**config.mk**
```make
export PLATFORM = sky130hd
export DESIGN_NAME = bis_cmd_fifo
export DESIGN_NICKNAME = d
export VERILOG_FILES = /design/src/bis_pkg.sv /design/src/bis_cmd_fifo.sv
export SDC_FILE = /design/constraint.sdc
export NUM_CORES = 1
export LEC_CHECK = 0
export BUFFER_PORTS_ARGS = -buffer_cell sky130_fd_sc_hd__buf_2
export CORE_UTILIZATION = 47
export CTS_CLUSTER_SIZE = 14
export DETAILED_ROUTE_END_ITERATION = 10
export PLACE_DENSITY = 0.76
export SETUP_SLACK_MARGIN = 0.4
export SLEW_MARGIN = 20
export SYNTH_ARGS = -nofsm -noshare
export SYNTH_HDL_FRONTEND = slang
export SYNTH_SLANG_ARGS = --single-unit
```
**constraint.sdc**
```tcl
create_clock -name clock -period 3.35 [get_ports clock]
set_input_delay 0 -clock clock [delete_from_list [all_inputs] [get_ports clock]]
set_output_delay 0 -clock clock [all_outputs]
set_load 0.05 [all_outputs]
```
**src/bis_pkg.sv**
```systemverilog
`timescale 1ns / 1ps
// -----------------------------------------------------------------------------
// Bilinear image scaler package
// Shared sizes, register indexes, opcodes, state codes and the command word
// passed from the front end to the back end.
// -----------------------------------------------------------------------------
package bis_pkg;

   localparam int MAX_SRC_WIDTH  = 256;
   localparam int MAX_SRC_HEIGHT = 256;
   localparam int FRAC_BITS      = 16;

   // field widths fixed by the interface
   localparam int CRD_W      = 10;
   localparam int CFG_SIZE_W = 9;
   localparam int STEP_W     = 24;
   localparam int CCNT_W     = 3;
   localparam int CH_W       = 8;
   localparam int NUM_CH     = 4;
   localparam int PIX_W      = CH_W * NUM_CH;
   localparam int CSR_IDX_W  = 3;
   localparam int CSR_DATA_W = 24;

   localparam int COL_W  = $clog2(MAX_SRC_WIDTH);
   localparam int ROW_W  = $clog2(MAX_SRC_HEIGHT);
   localparam int ADDR_W = COL_W + ROW_W;
   localparam int POS_W  = CRD_W + STEP_W;
   localparam int IP_W   = POS_W - FRAC_BITS;

   typedef enum logic [CSR_IDX_W-1:0] {
      REG_SRC_WIDTH  = 3'd0,
      REG_SRC_HEIGHT = 3'd1,
      REG_X_STEP     = 3'd2,
      REG_Y_STEP     = 3'd3,
      REG_CH_COUNT   = 3'd4
   } reg_index_type;

   typedef enum logic {
      OP_WRITE = 1'b0,
      OP_READ  = 1'b1
   } op_type;

   typedef enum logic {
      BK_IDLE,
      BK_FETCH
   } back_state_type;

   typedef struct packed {
      op_type                 op;
      logic [COL_W-1:0]       near_x;
      logic [COL_W-1:0]       far_x;
      logic [ROW_W-1:0]       near_y;
      logic [ROW_W-1:0]       far_y;
      logic [FRAC_BITS-1:0]   fx;
      logic [FRAC_BITS-1:0]   fy;
      logic                   four_ch;
      logic [PIX_W-1:0]       wdata;
   } cmd_type;

endpackage

```
**src/bis_cmd_fifo.sv**
```systemverilog
`timescale 1ns / 1ps
// -----------------------------------------------------------------------------
// Bilinear image scaler command queue
// Two-entry queue that decouples the front end from the back end.
// -----------------------------------------------------------------------------
module bis_cmd_fifo import bis_pkg::*; (
   input  logic    clock,
   input  logic    reset,
   input  logic    in_push,
   input  cmd_type in_cmd,
   output logic    in_full,
   input  logic    out_pop,
   output logic    out_valid,
   output cmd_type out_cmd
);

   localparam int CMD_DEPTH = 2;
   localparam int PTR_W     = $clog2(CMD_DEPTH);
   localparam int CNT_W     = $clog2(CMD_DEPTH + 1);

   cmd_type            entry_ff [CMD_DEPTH];
   logic [PTR_W-1:0]   wr_ptr_ff, rd_ptr_ff;
   logic [CNT_W-1:0]   count_ff, count_in;
   logic               do_push, do_pop;

   assign in_full   = (count_ff == CNT_W'(CMD_DEPTH));
   assign out_valid = (count_ff != '0);
   assign out_cmd   = entry_ff[rd_ptr_ff];
   assign do_push   = in_push & ~in_full;
   assign do_pop    = out_pop & out_valid;

   always_comb begin
      count_in = count_ff;
      if (do_push && !do_pop) begin
         count_in = count_ff + CNT_W'(1);
      end else if (do_pop && !do_push) begin
         count_in = count_ff - CNT_W'(1);
      end
   end

   always_ff @(posedge clock) begin
      if (reset) begin
         wr_ptr_ff <= '0;
         rd_ptr_ff <= '0;
         count_ff  <= '0;
      end else begin
         count_ff <= count_in;
         if (do_push) begin
            wr_ptr_ff <= wr_ptr_ff + PTR_W'(1);
         end
         if (do_pop) begin
            rd_ptr_ff <= rd_ptr_ff + PTR_W'(1);
         end
      end
   end

   always_ff @(posedge clock) begin
      if (do_push) begin
         entry_ff[wr_ptr_ff] <= in_cmd;
      end
   end

endmodule

```
==> results of run 1 <==
per-stage QoR:
stage               power (W)  area [um2]  util [%]  cells  worst slack, ns
floorplan            0.005656        7370         -    330           0.4153
global placement     0.006207        8632     56.57    735            1.450
detailed placement   0.006257        8632     56.57    735            1.375
CTS                  0.008565       10300     67.50    873            1.055
global route         0.008805       10300     67.52    874           0.9804
finish               0.008498       10300     67.52    874            1.051
routing by layer:
metal	wire [um]	share of wire, %	GRT usage (%)
met2	7342	51	31.90
met4	324	2.3	6.232
met5	0	0	0
met3	970	6.8	4.481
met1	5725	40	20.46
kinds of logic after synthesis:
| family | count (synthesis) | synth area share (%) |
|---|---|---|
| AO/OA/AOI/OAI | 5 | 0.3397 |
| XOR/XNOR | 3 | 0.3568 |
| adder cells (fa/ha/maj) | 1 | 0.1699 |
| buffers and inverters | 13 | 1.189 |
| flip-flops | 201 | 81.28 |
| multiplexers | 98 | 16.00 |
| AND/OR/NAND/NOR | 9 | 0.6626 |
layout by cell type (no fill, tap or decap):
| cell | instances |
|---|---|
| buf_4 | 1 |
| inv_1 | 1 |
| a21oi_1 | 2 |
| ha_1 | 1 |
| dfxtp_4 | 1 |
| clkbuf_16 | 21 |
| clkinv_2 | 5 |
| edfxtp_1 | 196 |
| diode_2 | 1 |
| dlygate4sd3_1 | 101 |
| xor2_1 | 3 |
| clkbuf_1 | 4 |
| buf_12 | 3 |
| or2_2 | 1 |
| clkinvlp_4 | 3 |
| or3_1 | 2 |
| inv_6 | 1 |
| buf_2 | 201 |
| clkinv_1 | 2 |
| and2_4 | 1 |
| nor2b_2 | 1 |
| mux2_2 | 78 |
| nor2_1 | 4 |
| dfxtp_1 | 4 |
| mux2_4 | 20 |
| bufinv_16 | 2 |
| o21ai_0 | 3 |
worst max path at each step:
stage                     slack [ns]              end
final                           1.05      out_cmd[28]
after CTS                       1.06      out_cmd[84]
after floorplan                 0.42   entry_ff[0][0]
after global routing            0.98      out_cmd[47]
after global placement          1.45  entry_ff[1][85]
after detailed placement        1.37  entry_ff[1][28]
registers in the layout (all words and copies together), names as in the netlist, named ones only:
register   cells
rd_ptr_ff      1
entry_ff     196
wr_ptr_ff      1
count_ff       2
critical path: cells and delay by family, from the launching register on:
family	cells	cell delay [ns]
buffers and inverters	2	0.60
multiplexers	1	0.40
flip-flops	1	0.70
where the power goes:
group          internal, W  switching, W
Sequential         0.00316      0.000148
Combinational     0.000905       0.00208
Clock              0.00131      0.000894
Total              0.00537       0.00312
area by class of cell:
class                           count  area (um2)
Sequential cell                   201        5989
Tap cell                          211       264.0
Clock buffer                       25       540.5
Multi-Input combinational cell    116        1294
Timing Repair Buffer              306        2085
Fill cell                         999        4956
Antenna cell                        1       2.502
Inverter                            2       11.26
Clock inverter                     12       116.4
synthesized netlist by cell type:
cell / count / area [um2]
or2_2: 1 / 6.260
mux2_4: 20 / 300.3
and2_1: 1 / 6.260
edfxtp_1: 196 / 5886
dfxtp_1: 5 / 100.1
nor2b_2: 1 / 8.760
buf_2: 7 / 35.03
buf_6: 4 / 45.04
a21oi_1: 2 / 10.01
inv_1: 2 / 7.510
xor2_1: 3 / 26.28
ha_1: 1 / 12.51
nor2_1: 4 / 15.01
mux2_2: 78 / 878.3
or3_1: 2 / 12.51
o21ai_0: 3 / 15.01
==> out/qor.yml, run 1 <==
avgSynthCellArea_um2: 22.32
worstPathArrival_ns: 2.30
r2r_setup_slack_ns: 1.35
synthDistinctLibCells: 16
cts_made_buffers: 21
holdWs_ns: 0.2352
status: "finished clean"
r2r-end: "entry_ff[1][45]"
cts_num_sinks: 201
synth_cells: 330
detail_route.first_pass.iterations: 4
cts_root_buf: "clkbuf_16"
die_area_um2: 16170
fin_tns_setup_ns: 0
fin_crit_sh_pct: 68.63
nets: 751
power.density_nw_per_um2: 824.9
grt_antenna_before_repair: 1
cts_resized: 0
drc_errors: 0
slowest_stage: "dfxtp_4"
clock.fmax_mhz: 435.0
reg2reg_from: "count_ff[1]"
cts_tree: "yes"
min_period_ns: 2.299
finalHoldViolCount: 0
maxCapViolCount: 0
post_cts_buffers: 0
syn_nets: 433
vias: 4149
hp-start: "in_push"
min_delay_path_depth: 6
drive_gt1_share_pct: 51.21
h-tree-depth: 1
finalWirelength_mm: 14.36
ys_warn_count: 0
wire_per_inst_um: 16.43
area_delta_synth_final_pct: 39.89
total_leakage_power_nw: 3.922
rows: 45
io_pins: 202
end_kind: "primary output"
clk_pin_slew_worst_paths_ns: 0.06
core-area_um2: 15260
yosys_register_bits: 201
path_class: "reg -> out"
initial_core_util_pct: 48.27
min_path_type: "in -> reg"
cp-start-kind: "flop"
ir_worst_vdd_uv: 585.3
fp.dieW_um: 127.2
gp_congestion: 0.7217
slew_viol_final: 0
seq_area_frac_synth_pct: 81.28
grt_overflow: 0
worstRegToRegCells: 4
path_max_fanout: 60
setup_viol: 0
die_h_um: 127.2
dpl.hpwl_mm: 8.216
netlist_area_um2: 7365
rsz0062_at_grt: "no"
grt_use_total_pct: 17.68
critPathMaxStageDelay_ns: 0.70
grt_max_degree: 61
relSlewSlack_pct: 61.96
worstPathRequired_ns: 3.35
skew_ns: 0.01302
drtAntennaViolNets: 0
grt_pass1_vias: 4461
first_iter_violations: 171
via_per_inst: 4.747
insertion_delay_ns: 0.49
hold_end: "count_ff[0]"
cts.hold.buffers_added: 101
grt_pass1_wl_mm: 22.19
worst_pin_slew_ns: 0.5707
port_buffers: 201
cp_cell_sequence: "buf_12 > mux2_2 > buf_2"
clock_path_buffers: 3
Note: power is estimated with default switching activity, not from simulation.
==> run 2, diff against run 1 <==
- ABC_AREA: not set -> 1
- CORE_UTILIZATION: 47 -> 52
- PLACE_DENSITY: 0.76 -> 0.79
- clock period: 3.35 -> 2.25 ns (I/O delays scaled with it)
==> out/qor.yml, run 2 <==
status: "finished clean"  # unchanged
diodes: 0  # was 1
finalWirelength_mm: 15.00  # was 14.36 mm
die_area_um2: 14680  # was 16170 um2
yosys_register_bits: 201  # unchanged
slew_viol_final: 0  # unchanged
register_area_um2: 5992  # was 5989 um2
cts_tree: "yes"  # unchanged
core-area_um2: 13880  # was 15260 um2
regMostFlops: "entry_ff"  # unchanged
numPlacedInstances: 719  # was 735
drive_gt1_share_pct: 51.03  # was 51.21%
insertion_delay_ns: 0.48  # was 0.49 ns
h-tree-depth: 1  # unchanged
drtAntennaViolNets: 0  # unchanged
clock_path_buffers: 3  # unchanged
finalHoldViolCount: 0  # unchanged
first_iter_violations: 297  # was 171
worstPathArrival_ns: 1.78  # was 2.30 ns
fillers: 820  # was 999
ys_warn_count: 0  # unchanged
min_period_ns: 1.780
ys.flop_type: "edfxtp_1"  # unchanged
cts_root_buf: "clkbuf_16"  # unchanged
synth_top_area_cell: "edfxtp_1"  # unchanged
vias: 4254  # was 4149
via_per_inst: 4.958  # was 4.747
worst_pin_slew_ns: 0.6024  # was 0.5707 ns
synthTopCellsByCount: "edfxtp_1 (196), mux2_2 (78), mux2_4 (20)"  # unchanged
grt_pass1_vias: 4552  # was 4461
final_cell_mix: "buf_2 (201), edfxtp_1 (196), dlygate4sd3_1 (101)"  # unchanged
clk_pin_slew_worst_paths_ns: 0.06  # about the same
dpl.hpwl_mm: 8.482  # was 8.216 mm
total_leakage_power_nw: 4.023  # was 3.922 nW
synth_cells: 342  # was 330
relSlewSlack_pct: 59.84  # was 61.96%
path_class: "reg -> out"  # unchanged
cp-start-kind: "flop"  # unchanged
async_flop_share_pct: 0  # unchanged
detail_route.first_pass.iterations: 4  # unchanged
skew_ns: 0.01082  # was 0.01302 ns
grt_pass1_wl_mm: 22.62  # was 22.19 mm
top_regs: "entry_ff: 196 flops, count_ff: 2 flops"  # unchanged
fp.dieW_um: 121.2  # was 127.2 um
synth_top_cell_area_share_pct: 79.70  # was 79.92%
worstPathRequired_ns: 2.25  # was 3.35 ns
rsz0062_at_grt: "no"  # unchanged
ir_worst_vdd_uv: 934.1  # was 585.3 uV
maxCapViolCount: 0  # unchanged
synthDistinctLibCells: 14  # was 16
netlist_area_um2: 7385  # was 7365 um2
io_pins: 202  # unchanged
power.density_nw_per_um2: 1205  # was 824.9 nW/um2
port_buffers: 201  # unchanged
area_delta_synth_final_pct: 41.10  # was 39.89%
holdWs_ns: 0.2366  # was 0.2352 ns
path_max_fanout: 37  # was 60
cts_num_sinks: 201  # unchanged
nets: 767  # was 751
avgSynthCellArea_um2: 21.59  # was 22.32 um2
worstRegToRegCells: 4  # unchanged
grt_max_degree: 56  # was 61
multi_input_area_um2: 1315  # was 1294 um2
initial_core_util_pct: 53.20  # was 48.27%
end_kind: "primary output"  # unchanged
die_h_um: 121.2  # was 127.2 um
setup_viol: 0  # unchanged
largest_register_ffs: 196  # unchanged
synth_edf_count: 196  # unchanged
min_delay_path_depth: 2  # was 6
grt_use_total_pct: 20.22  # was 17.68%
seq_area_frac_synth_pct: 81.06  # was 81.28%
rows: 43  # was 45
final_cells: 858  # was 874
total_power_w: 0.01256  # was 0.008498 W
clock.fmax_mhz: 561.7
gp_congestion: 0.6883  # was 0.7217
drc_errors: 0  # unchanged
grt_antenna_before_repair: 0  # was 1
cts_made_buffers: 20  # was 21
layout_commonest_cell: "buf_2"  # unchanged
synth_area_leaders: "edfxtp_1 (80%), mux2_2 (12%), mux2_4 (4.1%), dfxtp_1 (1.4%), buf_6 (0.61%)"  # unchanged
syn_nets: 445  # was 433
min_path_type: "in -> reg"  # unchanged
fin_crit_sh_pct: 79.12
wire_per_inst_um: 17.48  # was 16.43 um
yosysMostFrequentCell: "edfxtp_1"  # unchanged
grt_overflow: 0  # unchanged
[run 2: cell count changes after synthesis, sizes merged]
| cell | change |
|---|---|
| nand2 | +7 |
| inv | +6 |
| nor2 | +4 |
| xor2 | -3 |
| nand3 | +2 |
| or3 | -2 |
| and2 | -1 |
| nand4 | +1 |
| nor2b | -1 |
| or2 | -1 |
[run 2: metrics by stage]
| stage | setup TNS (ns) | instance area, um2 | util [%] | setup slack, ns |
|---|---|---|---|---|
| final | 0 | 10420 | 75.07 | 0.4697 |
| after global routing | 0 | 10420 | 75.07 | 0.4163 |
| after CTS | 0 | 10420 | 75.07 | 0.4535 |
| after detailed placement | 0 | 8671 | 62.47 | 0.7145 |
| after global placement | 0 | 8671 | 62.47 | 0.7489 |
| after floorplan | -16.96 | 7413 | - | -0.09672 |
[run 2: worst max-delay path, stage by stage, from the launching register on]
cell and delay (ns):
dfxtp_4 0.42, buf_16 0.25, mux2_2 0.39, buf_2 0.22
[run 2: worst paths after layout]
path / start / end / slack, ns
worst max-delay path: flop / out_cmd[24] / 0.47
worst min-delay path: in_cmd[90] / entry_ff[0][90] / 0.24
worst max register to register: count_ff[1] / entry_ff[1][77] / 0.70
worst min register to register: rd_ptr_ff / rd_ptr_ff / 0.51
[run 2: timing repair]
item	in CTS	in global routing
setup buffers	2	0
hold endpoints to repair	201	0
endpoints found under the setup margin	66	0
hold buffers	101	0
resized for setup	2	0
[run 2: cell families after synthesis]
kind of cell | after synthesis | synth area share [%]
AOI/OAI and AO/OA | 5 | 0.3388
adders and majority gates | 1 | 0.1694
buffers and inverters | 19 | 1.491
DFF | 201 | 81.06
muxes | 98 | 15.96
and+or+nand+nor | 18 | 0.9829
[run 2: per-layer routing]
layer	routed length, um	track usage [%]
met5	0	0
met1	5885	23.93
met4	204	5.324
met3	999	4.605
met2	7906	36.89
[run 2: where the power goes]
part           total [W]  leakage, nW  switching (W)  internal [W]
sequential       0.00489         1.87       0.000152       0.00474
combinational    0.00414         1.80        0.00289       0.00124
clock            0.00353        0.352        0.00130       0.00223
total             0.0126         4.02        0.00435       0.00821
[run 2: cell type report]
type / count / share of cell area (%)
inverter: 8 / 0.2882
sequential: 201 / 57.50
clock inverter: 9 / 1.381
tap: 180 / 2.161
timing repair buffer: 311 / 20.59
clock buffer: 27 / 5.451
multi-input combinational: 122 / 12.62
==> run 3, diff against run 2 <==
- CORE_UTILIZATION: 52 -> 47
- PLACE_DENSITY: 0.79 -> 0.76
- clock period: 2.25 -> 1.6 ns (I/O delays scaled with it)
==> out/qor.yml, run 3 (synthesis gave the netlist of run 2 again) <==
grt_max_degree: 42  # was 56
min_delay_path_depth: 5  # was 2
r2r_setup_slack_ns: 0  # was 0.70 ns
diodes: 0  # unchanged
hp-start: "in_push"  # was in_cmd[90]
clock_path_buffers: 3  # unchanged
ir_worst_vdd_uv: 1262  # was 934.1 uV
path_class: "reg -> out"  # unchanged
grt_use_total_pct: 24.15  # was 20.22%
grt_antenna_before_repair: 0  # unchanged
maxCapViolCount: 0  # unchanged
relSlewSlack_pct: 82.44  # was 59.84%
port_buffers: 201  # unchanged
r2r-end: "entry_ff[0][21]"  # was entry_ff[1][77]
cts_made_buffers: 21  # was 20
drtAntennaViolNets: 0  # unchanged
largest_register_ffs: 196  # unchanged
finalWirelength_mm: 23.08  # was 15.00 mm
violations: "setup timing"
placed_area_um2: 8727  # was 8671 um2
die_area_um2: 16220  # was 14680 um2
finalHoldViolCount: 0  # unchanged
drive_gt1_share_pct: 56.84  # was 51.03%
h-tree-depth: 1  # unchanged
grt_overflow: 0  # unchanged
cts_tree: "yes"  # unchanged
area_delta_synth_final_pct: 70.79  # was 41.10%
gp_congestion: 0.7554  # was 0.6883
fp.dieW_um: 127.3  # was 121.2 um
reg2reg_from: "count_ff[0]"  # was count_ff[1]
grt_pass1_wl_mm: 28.76  # was 22.62 mm
clock.fmax_mhz: 573.1
slew_viol_final: 0  # unchanged
status: "finished with violations"  # was finished clean
vias: 4829  # was 4254
cts_root_buf: "clkbuf_16"  # unchanged
total_power_w: 0.02114  # was 0.01256 W
clk_pin_slew_worst_paths_ns: 0.06  # about the same
worstPathRequired_ns: 1.60  # was 2.25 ns
skew_ns: 0.02167  # was 0.01082 ns
setup_ws_ns: -0.1448  # was 0.4697 ns
wl_met3_mm: 1.210  # was 999 um
die_h_um: 127.3  # was 121.2 um
hold_end: "wr_ptr_ff"  # was entry_ff[0][90]
core-area_um2: 15260  # was 13880 um2
total_leakage_power_nw: 4.952  # was 4.023 nW
cp-start-kind: "flop"  # unchanged
slowest_stage: "dfxtp_4"  # unchanged
final_area_um2: 12610  # was 10420 um2
cp_num_buf_inv: 4  # was 2
wire_per_inst_um: 24.12  # was 17.48 um
power.density_nw_per_um2: 1676  # was 1205 nW/um2
wl_met2_mm: 12.92  # was 7.906 mm
layout_commonest_cell: "edfxtp_1"  # was buf_2
grt_pass1_vias: 5104  # was 4552
rsz0062_at_grt: "yes"  # was no
fin_crit_sh_pct: 109.1
critPathMaxStageDelay_ns: 0.37  # was 0.42 ns
io_pins: 202  # unchanged
nets: 837  # was 767
insertion_delay_ns: 0.49  # was 0.48 ns
cts_num_sinks: 201  # unchanged
first_iter_violations: 267  # was 297
path_max_fanout: 8  # was 37
cp_cell_sequence: "buf_12 > buf_6 > buf_16 > mux2_4 > buf_8"  # was buf_16 > mux2_2 > buf_2
min_path_type: "in -> reg"  # unchanged
via_per_inst: 5.046  # was 4.958
rows: 45  # was 43
worstRegToRegCells: 6  # was 4
met1_length_mm: 8.331  # was 5.885 mm
setup_viol: 104  # was 0
dr.max_layer_used: "met4"  # unchanged
regMostFlops: "entry_ff"  # unchanged
dpl.hpwl_mm: 8.566  # was 8.482 mm
worst_pin_slew_ns: 0.2632  # was 0.6024 ns
end_kind: "primary output"  # unchanged
path_delay_family: "buffers and inverters"  # unchanged
drc_errors: 0  # unchanged
initial_core_util_pct: 48.40  # was 53.20%
detail_route.first_pass.iterations: 5  # was 4
final_cell_mix: "edfxtp_1 (196), buf_2 (101), dlygate4sd3_1 (100)"  # was buf_2 (201), edfxtp_1 (196), dlygate4sd3_1 (101)
top_regs: "entry_ff: 196 flops, count_ff: 2 flops"  # unchanged
min_period_ns: 1.745
worstPathArrival_ns: 1.74  # was 1.78 ns
==> run 3: worst register-to-register path: cells and delay by family, from the launching register on <==
family | cells | cell delay [ns]
buffers and inverters | 4 | 0.61
and+or+nand+nor | 1 | 0.20
AOI/OAI and AO/OA | 1 | 0.08
DFF | 1 | 0.41
==> run 3: timing repair <==
| action | CTS | global route |
|---|---|---|
| gates resized for setup | 251 | 61 |
| setup endpoints to repair | 298 | 299 |
| pin swaps | 10 | 8 |
| hold buffers | 100 | 0 |
| cloned | 15 | 23 |
| setup buffers | 18 | 17 |
| hold endpoints to repair | 201 | 0 |
==> run 3: per-layer routing <==
layer	up-vias	global-route usage (%)
met5	-	0
met4	0	7.213
met3	43	4.983
met2	208	46.38
met1	2435	26.64
li1	2143	-
==> run 3: area by class of cell <==
class,instances,area [um2]
inverter,8,37.54
clock inverter,6,51.30
timing repair buffer,380,4209
clock buffer,29,555.5
sequential,201,5996
multi-input combinational,122,1499
fill,687,2646
tap,211,264.0
==> run 3: metrics by stage <==
step,hold slack [ns],utilization (%),std cells,TNS (ns),worst slack [ns]
5_1_grt,0.05397,82.66,957,-13.43,-0.1752
6_report,0.05969,82.66,957,-9.830,-0.1448
2_1_floorplan,0.09887,-,342,-144.36,-0.7467
3_3_place_gp,0.1870,57.20,749,0,0.2437
4_1_cts,-0.01785,76.83,917,-10.88,-0.1580
3_5_place_dp,0.1907,57.20,749,0,0.1092
==> run 3: how the worst max path moves through the flow <==
stage	from	to	slack [ns]	cells past startpoint
5_1_grt	flop	out_cmd[26]	-0.18	4
4_1_cts	flop	out_cmd[7]	-0.16	4
3_5_place_dp	count_ff[1]	count_ff[1]	0.11	9
2_1_floorplan	count_ff[1]	entry_ff[0][0]	-0.75	3
6_report	flop	out_cmd[5]	-0.14	5
3_3_place_gp	count_ff[1]	count_ff[1]	0.24	9
==> run 3: where the power goes <==
part	switching, W	internal [W]
clock	0.00192	0.00257
combinational	0.00520	0.00451
sequential	0.000275	0.00667
total	0.00739	0.0138
