$ cat src/bis_pkg.sv
`timescale 1ns / 1ps
// -----------------------------------------------------------------------------
// Bilinear image scaler package
// Shared sizes, register indexes, opcodes, state codes and the command word
// passed from the front end to the back end.
// -----------------------------------------------------------------------------
package bis_pkg;

   localparam int MAX_SRC_WIDTH  = 256;
   localparam int MAX_SRC_HEIGHT = 256;
   localparam int FRAC_BITS      = 16;

   // field widths fixed by the interface
   localparam int CRD_W      = 10;
   localparam int CFG_SIZE_W = 9;
   localparam int STEP_W     = 24;
   localparam int CCNT_W     = 3;
   localparam int CH_W       = 8;
   localparam int NUM_CH     = 4;
   localparam int PIX_W      = CH_W * NUM_CH;
   localparam int CSR_IDX_W  = 3;
   localparam int CSR_DATA_W = 24;

   localparam int COL_W  = $clog2(MAX_SRC_WIDTH);
   localparam int ROW_W  = $clog2(MAX_SRC_HEIGHT);
   localparam int ADDR_W = COL_W + ROW_W;
   localparam int POS_W  = CRD_W + STEP_W;
   localparam int IP_W   = POS_W - FRAC_BITS;

   typedef enum logic [CSR_IDX_W-1:0] {
      REG_SRC_WIDTH  = 3'd0,
      REG_SRC_HEIGHT = 3'd1,
      REG_X_STEP     = 3'd2,
      REG_Y_STEP     = 3'd3,
      REG_CH_COUNT   = 3'd4
   } reg_index_type;

   typedef enum logic {
      OP_WRITE = 1'b0,
      OP_READ  = 1'b1
   } op_type;

   typedef enum logic {
      BK_IDLE,
      BK_FETCH
   } back_state_type;

   typedef struct packed {
      op_type                 op;
      logic [COL_W-1:0]       near_x;
      logic [COL_W-1:0]       far_x;
      logic [ROW_W-1:0]       near_y;
      logic [ROW_W-1:0]       far_y;
      logic [FRAC_BITS-1:0]   fx;
      logic [FRAC_BITS-1:0]   fy;
      logic                   four_ch;
      logic [PIX_W-1:0]       wdata;
   } cmd_type;

endpackage

$ cat src/bis_front.sv
`timescale 1ns / 1ps
// -----------------------------------------------------------------------------
// Bilinear image scaler front end
// Holds the configuration registers, takes request words, maps read
// coordinates to source neighbours and fractions, and issues commands.
// -----------------------------------------------------------------------------
module bis_front import bis_pkg::*; (
   input  logic                  clock,
   input  logic                  reset,
   input  logic                  push,
   output logic                  full,
   input  logic                  req_op,
   input  logic [CRD_W-1:0]      req_col,
   input  logic [CRD_W-1:0]      req_row,
   input  logic [CH_W-1:0]       req_red_in,
   input  logic [CH_W-1:0]       req_green_in,
   input  logic [CH_W-1:0]       req_blue_in,
   input  logic [CH_W-1:0]       req_alpha_in,
   input  logic                  csr_valid,
   output logic                  csr_ready,
   input  logic [CSR_IDX_W-1:0]  csr_index,
   input  logic [CSR_DATA_W-1:0] csr_data,
   output logic                  q_push,
   output cmd_type               q_cmd,
   input  logic                  q_full
);

   logic [CFG_SIZE_W-1:0] src_width_ff, src_height_ff;
   logic [STEP_W-1:0]     x_step_ff, y_step_ff;
   logic [CCNT_W-1:0]     ch_count_ff;

   logic                  a_valid_ff, a_valid_in;
   op_type                a_op_ff;
   logic [CRD_W-1:0]      a_col_ff, a_row_ff;
   logic [PIX_W-1:0]      a_pix_ff;
   logic [POS_W-1:0]      a_pos_x_ff, a_pos_y_ff;
   logic [POS_W-1:0]      pos_x_in, pos_y_in;

   logic                  accept, a_go, in_range;
   logic [COL_W-1:0]      last_col, near_x, far_x;
   logic [ROW_W-1:0]      last_row, near_y, far_y;
   logic [IP_W-1:0]       ip_x, ip_y;

   assign csr_ready = 1'b1;
   assign full      = a_valid_ff & q_full;
   assign accept    = push & ~full;
   assign a_go      = a_valid_ff & ~q_full;

   assign pos_x_in = POS_W'(req_col) * POS_W'(x_step_ff);
   assign pos_y_in = POS_W'(req_row) * POS_W'(y_step_ff);

   always_comb begin
      if (accept) begin
         a_valid_in = 1'b1;
      end else if (a_go) begin
         a_valid_in = 1'b0;
      end else begin
         a_valid_in = a_valid_ff;
      end
   end

   always_ff @(posedge clock) begin
      if (reset) begin
         a_valid_ff    <= 1'b0;
         src_width_ff  <= CFG_SIZE_W'(256);
         src_height_ff <= CFG_SIZE_W'(256);
         x_step_ff     <= STEP_W'(1 << FRAC_BITS);
         y_step_ff     <= STEP_W'(1 << FRAC_BITS);
         ch_count_ff   <= CCNT_W'(4);
      end else begin
         a_valid_ff <= a_valid_in;
         if (csr_valid) begin
            unique case (reg_index_type'(csr_index))
               REG_SRC_WIDTH:  src_width_ff  <= csr_data[CFG_SIZE_W-1:0];
               REG_SRC_HEIGHT: src_height_ff <= csr_data[CFG_SIZE_W-1:0];
               REG_X_STEP:     x_step_ff     <= csr_data[STEP_W-1:0];
               REG_Y_STEP:     y_step_ff     <= csr_data[STEP_W-1:0];
               REG_CH_COUNT:   ch_count_ff   <= csr_data[CCNT_W-1:0];
               default: ;
            endcase
         end
      end
   end

   always_ff @(posedge clock) begin
      if (accept) begin
         a_op_ff    <= op_type'(req_op);
         a_col_ff   <= req_col;
         a_row_ff   <= req_row;
         a_pix_ff   <= {req_alpha_in, req_blue_in, req_green_in, req_red_in};
         a_pos_x_ff <= pos_x_in;
         a_pos_y_ff <= pos_y_in;
      end
   end

   // last valid column and row, with zero sizes acting as one
   always_comb begin
      if (src_width_ff == '0) begin
         last_col = '0;
      end else if (int'(src_width_ff) > MAX_SRC_WIDTH) begin
         last_col = COL_W'(MAX_SRC_WIDTH - 1);
      end else begin
         last_col = COL_W'(src_width_ff - CFG_SIZE_W'(1));
      end
      if (src_height_ff == '0) begin
         last_row = '0;
      end else if (int'(src_height_ff) > MAX_SRC_HEIGHT) begin
         last_row = ROW_W'(MAX_SRC_HEIGHT - 1);
      end else begin
         last_row = ROW_W'(src_height_ff - CFG_SIZE_W'(1));
      end
   end

   // at or past the last column or row both neighbours collapse onto it
   always_comb begin
      ip_x = a_pos_x_ff[POS_W-1:FRAC_BITS];
      ip_y = a_pos_y_ff[POS_W-1:FRAC_BITS];
      if (ip_x >= IP_W'(last_col)) begin
         near_x = last_col;
         far_x  = last_col;
      end else begin
         near_x = ip_x[COL_W-1:0];
         far_x  = ip_x[COL_W-1:0] + COL_W'(1);
      end
      if (ip_y >= IP_W'(last_row)) begin
         near_y = last_row;
         far_y  = last_row;
      end else begin
         near_y = ip_y[ROW_W-1:0];
         far_y  = ip_y[ROW_W-1:0] + ROW_W'(1);
      end
   end

   assign in_range = (int'(a_col_ff) < MAX_SRC_WIDTH) && (int'(a_row_ff) < MAX_SRC_HEIGHT);

   // drop writes outside the store
   assign q_push = a_go & ((a_op_ff == OP_READ) | in_range);

   always_comb begin
      q_cmd.op      = a_op_ff;
      q_cmd.fx      = a_pos_x_ff[FRAC_BITS-1:0];
      q_cmd.fy      = a_pos_y_ff[FRAC_BITS-1:0];
      q_cmd.four_ch = (ch_count_ff >= CCNT_W'(4));
      q_cmd.wdata   = a_pix_ff;
      if (a_op_ff == OP_READ) begin
         q_cmd.near_x = near_x;
         q_cmd.far_x  = far_x;
         q_cmd.near_y = near_y;
         q_cmd.far_y  = far_y;
      end else begin
         q_cmd.near_x = a_col_ff[COL_W-1:0];
         q_cmd.far_x  = a_col_ff[COL_W-1:0];
         q_cmd.near_y = a_row_ff[ROW_W-1:0];
         q_cmd.far_y  = a_row_ff[ROW_W-1:0];
      end
   end

endmodule

$ cat config.mk
export PLATFORM = sky130hd
export DESIGN_NAME = bis_front
export DESIGN_NICKNAME = d
export VERILOG_FILES = /design/src/bis_pkg.sv /design/src/bis_front.sv
export SDC_FILE = /design/constraint.sdc
export NUM_CORES = 1
export LEC_CHECK = 0
export ABC_AREA = 1
export BUFFER_PORTS_ARGS = -buffer_cell sky130_fd_sc_hd__buf_4
export CAP_MARGIN = 40
export CORE_UTILIZATION = 50
export DETAILED_ROUTE_END_ITERATION = 8
export GPL_ROUTABILITY_DRIVEN = 0
export PLACE_DENSITY = 0.75
export SLEW_MARGIN = 20
export SYNTH_ARGS = -nofsm -noshare
export SYNTH_HDL_FRONTEND = slang
export SYNTH_SLANG_ARGS = --single-unit
$ cat constraint.sdc
create_clock -name clock -period 15.7 [get_ports clock]
set_input_delay 1.57 -clock clock [delete_from_list [all_inputs] [get_ports clock]]
set_output_delay 1.57 -clock clock [all_outputs]
set_load 0.05 [all_outputs]
==> flow_metrics.env, run 1 <==
export IMPL_clockRootBuffer="clkbuf_16"
export IMPL_utilization_pct=55.10
export IMPL_ys_seq_elements=189
export IMPL_postCtsSetupBuffers=0
export IMPL_slew_viol_final=0
export IMPL_status="complete, no violations"
export IMPL_criticalPathCategory="in -> reg"
export IMPL_power_density_nw_per_um2=66.43
export IMPL_yosys_area_share_simple_pct=21.52
export IMPL_dieArea_um2=49610
export IMPL_hpwl_um=46850
export IMPL_start_util_pct=50.81
export IMPL_ys_flop_type="edfxtp_1"
export IMPL_min_path_type="reg -> reg"
export IMPL_min_path_cells=2
export IMPL_synth_edff_count=121
export IMPL_nNetsFinal=3828
export IMPL_synth_compound_area_share_pct=5.013
export IMPL_p_leak_uw=0.01569
export IMPL_grt_pass1_vias=19676
export IMPL_cts_buffers_inserted=17
export IMPL_cts_max_level=4
export IMPL_grt_pass1_wl_um=97700
export IMPL_mappedNetlistArea_um2=24360
export IMPL_insertion_delay_ns=0.47
export IMPL_fin_crit_ns=6.142
export IMPL_ys_warnings_count=0
export IMPL_rsz0062_at_grt="false"
export IMPL_gr_total_overflow=0
export IMPL_clock_path_buffers=2
export IMPL_worstPathArrival_ns=6.40
export IMPL_slew_headroom_pct=41.11
export IMPL_tns_ns=0
export IMPL_max_freq_ghz=0.1628
export IMPL_worst_ir_drop_vdd_uv=83.69
export IMPL_fin_crit_sh_pct=39.12
export IMPL_viasPerCell=5.176
export IMPL_track_usage_pct=24.41
export IMPL_path_max_fanout=25
export IMPL_synth_top_family_by_area="adder cells"
export IMPL_clk_pin_slew_ns=0.07
export IMPL_cts_resized=0
export IMPL_synth_fa_ha_area_share_pct=36.76
export IMPL_fp_row_count=80
export IMPL_cp_required_ns=15.96
export IMPL_cts_hold_buffers=0
export IMPL_dieWidth_um=222.7
export IMPL_maxCapViolations=0
export IMPL_syn_num_nets=3767
export IMPL_synth_cell_types=41
export IMPL_finalSetupViolCount=0
export IMPL_drc_errors=0
export IMPL_synth_seq_area_share_pct=20.50
export IMPL_drtIter0Drc=1668
export IMPL_cts_tree="built"
export IMPL_n_antenna_cell=0
export IMPL_netlist_instances=3175
export IMPL_die_y_um=222.7
export IMPL_vias=20001
export IMPL_wl_um=58430
export IMPL_yosysTopAreaCellShare_pct=28.60
export IMPL_syn_area_per_cell_um2=7.673
export IMPL_design_core_area_um2=47950
export IMPL_n_fill_cell=4481
export IMPL_numClockSinks=189
export IMPL_tightest_slew_ns=0.8824
export IMPL_startpoint_type="input port"
export IMPL_reg2regPathDepth=17
export IMPL_drive_gt1_share_pct=7.325
export IMPL_muxShareOfSynthArea_pct=0
export IMPL_ant_nets=0
export IMPL_antenna_found_initial=2
export IMPL_skew_ns=0.01976
export IMPL_routedWlPerCell_um=15.12
export IMPL_yosysTopAreaCell="fa_1"
export IMPL_area_delta_synth_final_pct=8.443
export IMPL_finalHoldViolCount=0
export IMPL_end_kind="flop"
export IMPL_io_pins=186
export IMPL_synthXorXnorAreaFrac_pct=1.905
export IMPL_dr_pass1_iters=7
export IMPL_portBuffers=184
export IMPL_synth_area_leaders="fa_1, edfxtp_1, nand2_1, inv_1, ha_1"
export IMPL_synthArstFlopShare_pct=0
export IMPL_grt_max_degree=68
==> power by group <==
part / internal [uW] / switching [uW] / total, uW
Combinational: 233 / 460 / 692
Sequential: 587 / 46.2 / 633
Clock: 210 / 220 / 430
==> critical path: stages <==
cell and delay, ns:
buf_4 0.27, nand2_1 0.13, fa_1 0.56, inv_1 0.05
fa_1 0.48, fa_1 0.51, fa_1 0.51, inv_1 0.05
fa_1 0.47, inv_1 0.04, ha_1 0.38, nand2_1 0.11
inv_1 0.07, nand2_1 0.13, nor3_1 0.39, nand4_1 0.19
nand3_1 0.18, xor2_1 0.28
==> final cells by class <==
type	instances	area [um^2]	share of cell area, %
Multi-Input combinational cell	2105	15900	60.17
Sequential cell	189	4995	18.91
Inverter	732	2748	10.40
Timing Repair Buffer	191	1454	5.503
Tap cell	615	769.5	2.913
Clock buffer	18	429.2	1.624
Clock inverter	14	127.6	0.4831
==> per-layer routing <==
metal	track usage (%)	share of wire (%)	vias up
li1	-	-	9519
met1	34.07	45	9695
met2	39.64	47	706
met3	3.491	6.7	79
met4	6.830	1.9	2
met5	0	0.024	-
==> kinds of logic after synthesis <==
kind of cell / count (synthesis)
and+or+nand+nor: 1314
buffers and inverters: 881
adders and majority gates: 507
AOI/OAI and AO/OA: 230
DFF: 189
xor gates and xnor gates: 53
other: 1
==> placed cells by master (no fill, tap or decap), drive strengths merged <==
cell type / instances
and2: 3
dfxtp: 68
buf: 191
nand3: 114
inv: 740
xor2: 46
edfxtp: 121
o21ai: 106
or2: 1
a21boi: 3
nor4: 2
o211ai: 1
o21bai: 9
nand2: 932
xnor2: 7
a31oi: 4
nor2: 220
conb: 1
nand3b: 7
a21oi: 97
o21a: 4
fa: 348
clkbuf: 18
nor3: 19
ha: 159
nand4: 15
clkinv: 6
and3b: 1
a21o: 6
==> registers in the layout, indices dropped and copies added, names as in the netlist, 9 cells and up <==
name,flops
a_pos_x_ff,34
a_pos_y_ff,34
a_pix_ff,32
x_step_ff,24
y_step_ff,24
a_col_ff,10
a_row_ff,10
src_height_ff,9
src_width_ff,9
==> per-stage QoR <==
| stage | instances | instance area [um^2] | setup WS (ns) | power (uW) | hold WS (ns) |
|---|---|---|---|---|---|
| final | 3864 | 26420 | 9.558 | 1755 | 0.4785 |
| after global routing | 3864 | 26420 | 9.366 | 1871 | 0.5100 |
| after CTS | 3864 | 26420 | 9.707 | 1758 | 0.4785 |
| after detailed placement | 3832 | 25860 | 9.255 | 1331 | 0.4689 |
| after global placement | 3831 | 25830 | 9.304 | 1315 | 0.4673 |
| after floorplan | 3175 | 24360 | 8.130 | 1140 | 0.4270 |
==> cells in the mapped netlist, types with 2 or more instances <==
library cell / count
nand2_1: 930
inv_1: 731
fa_1: 348
nor2_1: 215
ha_1: 159
edfxtp_1: 121
nand3_1: 112
o21ai_0: 104
clkbuf_1: 101
a21oi_1: 97
dfxtp_1: 68
xor2_1: 46
buf_4: 36
nor3_1: 17
nand4_1: 15
o21bai_1: 9
buf_2: 7
xnor2_1: 7
a21o_1: 6
nand3b_1: 6
a31oi_1: 4
o21a_1: 4
a21boi_0: 3
and2_1: 3
nor2_4: 3
buf_6: 2
clkbuf_2: 2
nand3_2: 2
nor2_2: 2
nor3_2: 2
nor4_1: 2
o21ai_2: 2
==> worst paths after layout <==
check                 from              to  slack [ns]
max             req_row[1]  a_pos_y_ff[20]        9.56
min             a_valid_ff      a_valid_ff        0.48
max reg2reg  y_step_ff[15]  a_pos_y_ff[20]       10.25
min reg2reg     a_valid_ff      a_valid_ff        0.48
Note: power is estimated with default switching activity, not from simulation.
==> inputs of run 2 (changes only) <==
--- a/config.mk
+++ b/config.mk
@@ -5,7 +5,7 @@
 export SDC_FILE = /design/constraint.sdc
 export NUM_CORES = 1
 export LEC_CHECK = 0
-export ABC_AREA = 1
+export ABC_AREA = 0
 export BUFFER_PORTS_ARGS = -buffer_cell sky130_fd_sc_hd__buf_4
 export CAP_MARGIN = 40
 export CORE_UTILIZATION = 50
==> constraint.sdc (replaced) <==
create_clock -name clock -period 5.7 [get_ports clock]
set_input_delay 0.57 -clock clock [delete_from_list [all_inputs] [get_ports clock]]
set_output_delay 0.57 -clock clock [all_outputs]
set_load 0.05 [all_outputs]
==> flow_metrics.env, run 2 <==
export IMPL_yosysTopAreaCellShare_pct=30.25
export IMPL_multi_input_area_um2=16220
export IMPL_r2r_end="a_pos_y_ff[30]"
export IMPL_dr_pass1_iters=6
export IMPL_clock_path_buffers=2
export IMPL_die_y_um=216.6
export IMPL_netlist_instances=2485
export IMPL_portBuffers=184
export IMPL_startpoint_type="flop"
export IMPL_crit_family="adder cells"
export IMPL_worstPathCellList="buf_4, nand2_1, fa_1, inv_1, fa_1, fa_1, fa_1, inv_1, fa_1, inv_1, ha_1, and2_1, or2_2, a21oi_1, a21boi_0, a31oi_1, a211oi_1, buf_4, o311ai_0"
export IMPL_min_path_type="in -> reg"
export IMPL_syn_num_nets=3077
export IMPL_synth_area_leaders="fa_1, edfxtp_1, ha_1, and2_1, nand2_1"
export IMPL_dieWidth_um=216.6
export IMPL_clk_pin_slew_ns=0.09
export IMPL_regToRegStartpoint="y_step_ff[10]"
export IMPL_slowest_delay_ns=0.56
export IMPL_min_path_cells=1
export IMPL_path_max_fanout=8
export IMPL_maxCapViolations=0
export IMPL_tns_ns=0
export IMPL_p_leak_uw=0.01339
export IMPL_nNetsFinal=3306
export IMPL_critical_path_slowest_cell="fa_1"
export IMPL_end_kind="flop"
export IMPL_finalSetupViolCount=0
export IMPL_track_usage_pct=25.55
export IMPL_cts_buffers_inserted=17
export IMPL_synthTopCellsByCount="nand2_1, fa_1, inv_1"
export IMPL_cts_tree="built"
export IMPL_start_util_pct=50.75
export IMPL_grt_pass1_vias=18812
export IMPL_synth_most_common_cell="nand2_1"
export IMPL_max_freq_ghz=0.1767
export IMPL_drtIter0Drc=1246
export IMPL_synth_cell_types=71
export IMPL_numClockSinks=189
export IMPL_grt_pass1_wl_um=94360
export IMPL_n_fill_cell=3772
export IMPL_vias=17960
export IMPL_min_from="req_alpha_in[1]"
export IMPL_antenna_found_initial=1
export IMPL_fin_crit_ns=5.659
export IMPL_rrSetupSlack_ns=0.04
export IMPL_reg_top3="a_pos_x_ff x34, a_pos_y_ff x34, a_pix_ff x32"
export IMPL_mappedNetlistArea_um2=23030
export IMPL_fin_crit_sh_pct=99.28
export IMPL_layout_common_cells="nand2_1, buf_4, fa_1"
export IMPL_skew_ns=0.01701
export IMPL_slew_headroom_pct=47.93
export IMPL_worst_ir_drop_vdd_uv=248.0
export IMPL_ant_nets=0
export IMPL_n_antenna_cell=0
export IMPL_power_density_nw_per_um2=162.0
export IMPL_final_common_cell="nand2_1"
export IMPL_cp_required_ns=5.89
export IMPL_routedWlPerCell_um=17.42
export IMPL_syn_area_per_cell_um2=9.268
export IMPL_drc_errors=0
export IMPL_yosysTopAreaCell="fa_1"
export IMPL_whs_endpoint="a_pix_ff[25]"
export IMPL_design_core_area_um2=45380
export IMPL_synth_seq_area_share_pct=21.69
export IMPL_worstPathArrival_ns=5.84
export IMPL_finalHoldViolCount=0
export IMPL_ff_latch_area_um2=5057
export IMPL_insertion_delay_ns=0.49
export IMPL_drive_gt1_share_pct=17.90
export IMPL_grt_max_degree=69
export IMPL_synthArstFlopShare_pct=0
export IMPL_ys_seq_elements=189
export IMPL_tightest_slew_ns=0.7811
export IMPL_criticalPathCategory="reg -> reg"
export IMPL_area_delta_synth_final_pct=16.41
export IMPL_status="complete, no violations"
export IMPL_utilization_pct=59.08
export IMPL_viasPerCell=5.398
export IMPL_slew_viol_final=0
export IMPL_cts_max_level=4
export IMPL_io_pins=186
export IMPL_rsz0062_at_grt="true"
export IMPL_clockRootBuffer="clkbuf_16"
export IMPL_hpwl_um=47230
export IMPL_wl_um=57960
export IMPL_cp_num_buf_inv=5
export IMPL_synth_edff_count=121
export IMPL_fp_row_count=78
export IMPL_fin_hold_ws_ns=0.2605
export IMPL_ys_flop_type="edfxtp_1"
export IMPL_crit_top_cell="fa_1"
export IMPL_gr_total_overflow=0
export IMPL_dieArea_um2=46930
export IMPL_ys_warnings_count=0
export IMPL_reg2regPathDepth=19
[run 2: cell count changes in the layout (fill, tap and decap cells not counted), sizes merged, moves of 20 or more]
cell / change
nand2: -513
inv: -384
and2: +254
buf: +182
nor2: -143
nand3: -88
o21ai: -64
a21oi: +49
xnor2: +46
a21o: +37
xor2: -20
[run 2: cell families (layout without fill, tap and decap cells)]
family | count (synthesis) | count (layout) | share of synthesized area [%]
adders and majority gates | 508 | 508 | 38.93
other | 1 | 1 | 0.01628
AOI/OAI and AO/OA | 312 | 312 | 8.486
muxes | 10 | 10 | 0.4781
buffers and inverters | 508 | 750 | 8.893
DFF | 189 | 189 | 21.69
xor gates and xnor gates | 79 | 79 | 3.004
and+or+nand+nor | 878 | 878 | 18.51
[run 2: timing repair]
action	in CTS	in global routing
endpoints found under the setup margin	2	19
pin swaps	1	36
setup buffers	0	13
gates resized for setup	5	70
hold buffers	0	0
[run 2: metal layers]
metal | global-route usage, % | up-vias | routed length [um]
met4 | 9.484 | 2 | 1717
met1 | 32.14 | 8953 | 23580
met3 | 4.084 | 116 | 3659
li1 | - | 8257 | -
met5 | 0 | - | 9
met2 | 44.19 | 632 | 28980
[run 2: cell type report]
type                       count  area share [%]
timing repair buffer         373           10.68
clock buffer                  17           1.587
clock inverter                15          0.7373
multi-input combinational   1788           60.51
tap                          600           2.800
inverter                     345           4.830
sequential                   189           18.86
[run 2: worst max-delay path by stage]
stage	from	to	slack (ns)	depth (start not counted)
final	y_step_ff[10]	a_pos_y_ff[30]	0.04	19
after floorplan	req_col[1]	a_pos_x_ff[30]	0.002	20
after CTS	y_step_ff[7]	a_pos_y_ff[32]	0.004	17
after detailed placement	req_col[1]	a_pos_x_ff[30]	-0.39	20
after global placement	req_col[4]	a_pos_x_ff[30]	-0.17	18
after global routing	y_step_ff[10]	a_pos_y_ff[30]	-0.09	18
[run 2: worst reg2reg max path, delay by kind of cell, from the launching register on]
kind                     cells  cell delay (ns)
AND/OR/NAND/NOR              3             0.52
buffers and inverters        5             0.55
flip-flops                   1             0.49
adder cells (fa/ha/maj)      6             2.71
AO/OA/AOI/OAI                5             1.10
[run 2: report_power, final]
group	switching, uW	total (uW)	leakage [uW]	internal (uW)
registers	72.8	1640	0.00176	1560
logic	869	1410	0.0113	544
clock network	682	1290	0.000304	611
total	1620	4340	0.0134	2720
[run 2: through the flow]
step	power (uW)	cells	setup WS (ns)	instance area [um^2]
floorplan	2573	2485	0.002188	23070
global placement	3006	3278	-0.1735	25760
detailed placement	3054	3281	-0.3903	25810
CTS	4354	3313	0.003931	26440
global route	4566	3327	-0.08901	26810
finish	4342	3327	0.04119	26810
==> inputs of run 3 (changes only) <==
==> constraint.sdc (replaced) <==
create_clock -name clock -period 5.7 [get_ports clock]
set_input_delay 0 -clock clock [delete_from_list [all_inputs] [get_ports clock]]
set_output_delay 0 -clock clock [all_outputs]
set_load 0.05 [all_outputs]
==> flow_metrics.env, run 3 (synthesis gave the netlist of run 2 again) <==
export IMPL_slew_viol_final=0
export IMPL_seqPwrFrac_pct=38.4
export IMPL_maxCapViolations=0
export IMPL_dieWidth_um=216.6
export IMPL_start_util_pct=50.75
export IMPL_gr_total_overflow=0
export IMPL_status="complete, no violations"
export IMPL_clk_pin_slew_ns=0.08
export IMPL_dr_pass1_iters=6
export IMPL_routedWlPerCell_um=17.30
export IMPL_p_leak_uw=0.01311
export IMPL_grt_pass1_vias=18649
export IMPL_drtIter0Drc=1069
export IMPL_max_freq_ghz=0.1789
export IMPL_insertion_delay_ns=0.47
export IMPL_finish_instance_area_um2=26540
export IMPL_nNetsFinal=3266
export IMPL_track_usage_pct=25.16
export IMPL_grt_max_degree=122
export IMPL_clockRootBuffer="clkbuf_16"
export IMPL_clock_path_buffers=2
export IMPL_design_core_area_um2=45380
export IMPL_postPlaceCellArea_um2=25000
export IMPL_fin_hold_ws_ns=0.07770
export IMPL_fin_crit_ns=5.589
export IMPL_switching_share_pct=35.46
export IMPL_cts_tree="built"
export IMPL_slew_headroom_pct=45.70
export IMPL_hpwl_um=44610
export IMPL_fin_crit_sh_pct=98.05
export IMPL_drc_errors=0
export IMPL_drive_gt1_share_pct=13.10
export IMPL_cts_max_level=4
export IMPL_layout_common_cells="nand2_1, fa_1, inv_1"
export IMPL_portBuffers=184
export IMPL_area_delta_synth_final_pct=15.22
export IMPL_path_max_fanout=10
export IMPL_worst_ir_drop_vdd_uv=234.2
export IMPL_criticalPathCategory="reg -> reg"
export IMPL_antenna_found_initial=1
export IMPL_io_pins=186
export IMPL_finalSetupViolCount=0
export IMPL_ant_nets=0
export IMPL_cp_required_ns=5.92
export IMPL_reg_top3="a_pos_x_ff x34, a_pos_y_ff x34, a_pix_ff x32"
export IMPL_min_path_type="in -> reg"
export IMPL_wl_um=56900
export IMPL_p_clk_share_pct=30.0
export IMPL_p_comb_share_pct=31.6
export IMPL_skew_ns=0.01610
export IMPL_fp_row_count=78
export IMPL_dieArea_um2=46930
export IMPL_viasPerCell=5.401
export IMPL_p_int_uw=2754
export IMPL_worstPathArrival_ns=5.81
export IMPL_finalHoldViolCount=0
export IMPL_final_common_cell="nand2_1"
export IMPL_startpoint_type="flop"
export IMPL_die_y_um=216.6
export IMPL_p_switching_uw=1513
export IMPL_tightest_slew_ns=0.8039
export IMPL_grt_pass1_wl_um=93430
export IMPL_end_kind="flop"
export IMPL_vias=17759
export IMPL_cts_buffers_inserted=17
export IMPL_numClockSinks=189
export IMPL_p_total_uw=4267
export IMPL_power_density_nw_per_um2=160.8
==> run 3: cell count changes in the layout (fill, tap and decap cells not counted), moves of 5 or more <==
cell	change
buf_4	-114
dlygate4sd3_1	+74
dfxtp_4	-11
dfxtp_2	+8
ha_4	-5
inv_12	-5
nand2_1	+5
==> run 3: metal layers <==
layer / up-vias / track usage, % / share of wire [%]
li1: 8181 / - / -
met1: 8824 / 32.61 / 42
met2: 637 / 42.77 / 49
met3: 117 / 3.200 / 6.0
met4: 0 / 9.906 / 3.1
met5: - / 0 / 0
==> run 3: through the flow <==
| stage | cells | util, % | setup TNS (ns) | setup slack, ns |
|---|---|---|---|---|
| after CTS | 3284 | 58.14 | 0 | 0.006507 |
| after global routing | 3288 | 58.48 | -0.09127 | -0.05597 |
| final | 3288 | 58.48 | 0 | 0.1113 |
| after global placement | 3176 | 55.05 | 0 | 0.1254 |
| after floorplan | 2485 | - | 0 | 0.07243 |
| after detailed placement | 3178 | 55.10 | 0 | 0.002024 |
==> run 3: worst max-delay path, stage by stage, from the launching register on <==
cell      delay, ns
dfxtp_2        0.33
buf_4          0.16
nand2_1        0.08
fa_1           0.50
inv_1          0.05
fa_1           0.52
fa_2           0.59
fa_1           0.42
fa_1           0.54
ha_4           0.21
a21o_1         0.17
a2111o_1       0.42
a21oi_2        0.19
nor4_2         0.10
o211ai_1       0.23
or3b_4         0.45
a221oi_4       0.26
xnor2_1        0.08
==> run 3: layout make-up <==
| type | instances | area [um^2] |
|---|---|---|
| clock buffer | 22 | 529.3 |
| timing repair buffer | 333 | 2739 |
| tap | 600 | 750.7 |
| antenna | 1 | 2.502 |
| sequential | 189 | 5026 |
| inverter | 345 | 1295 |
| fill | 3774 | 18840 |
| clock inverter | 10 | 106.4 |
| multi-input combinational | 1788 | 16090 |
==> run 3: final timing paths <==
| kind | start | endpoint | slack (ns) | depth (start not counted) |
|---|---|---|---|---|
| setup / recovery | y_step_ff[7] | a_pos_y_ff[32] | 0.11 | 17 |
| hold / removal | csr_index[1] | y_step_ff[3] | 0.08 | 4 |
| setup reg to reg | y_step_ff[7] | a_pos_y_ff[32] | 0.11 | 17 |
| hold reg to reg | x_step_ff[10] | x_step_ff[10] | 0.50 | 2 |
==> run 3: repair_timing <==
item	4_1_cts	5_1_grt
hold buffers	74	0
buffers inserted	0	2
setup endpoints to repair	2	17
endpoints found under the hold margin	115	0
gates resized for setup	2	45
pin swaps	0	10
==> run 3: power by group through the flow <==
stage	clock network [uW]	logic (uW)	registers, uW
after floorplan	0	885	1690
after global placement	0	1260	1660
after detailed placement	0	1290	1670
after CTS	1310	1340	1640
after global routing	1340	1490	1650
final	1280	1350	1640
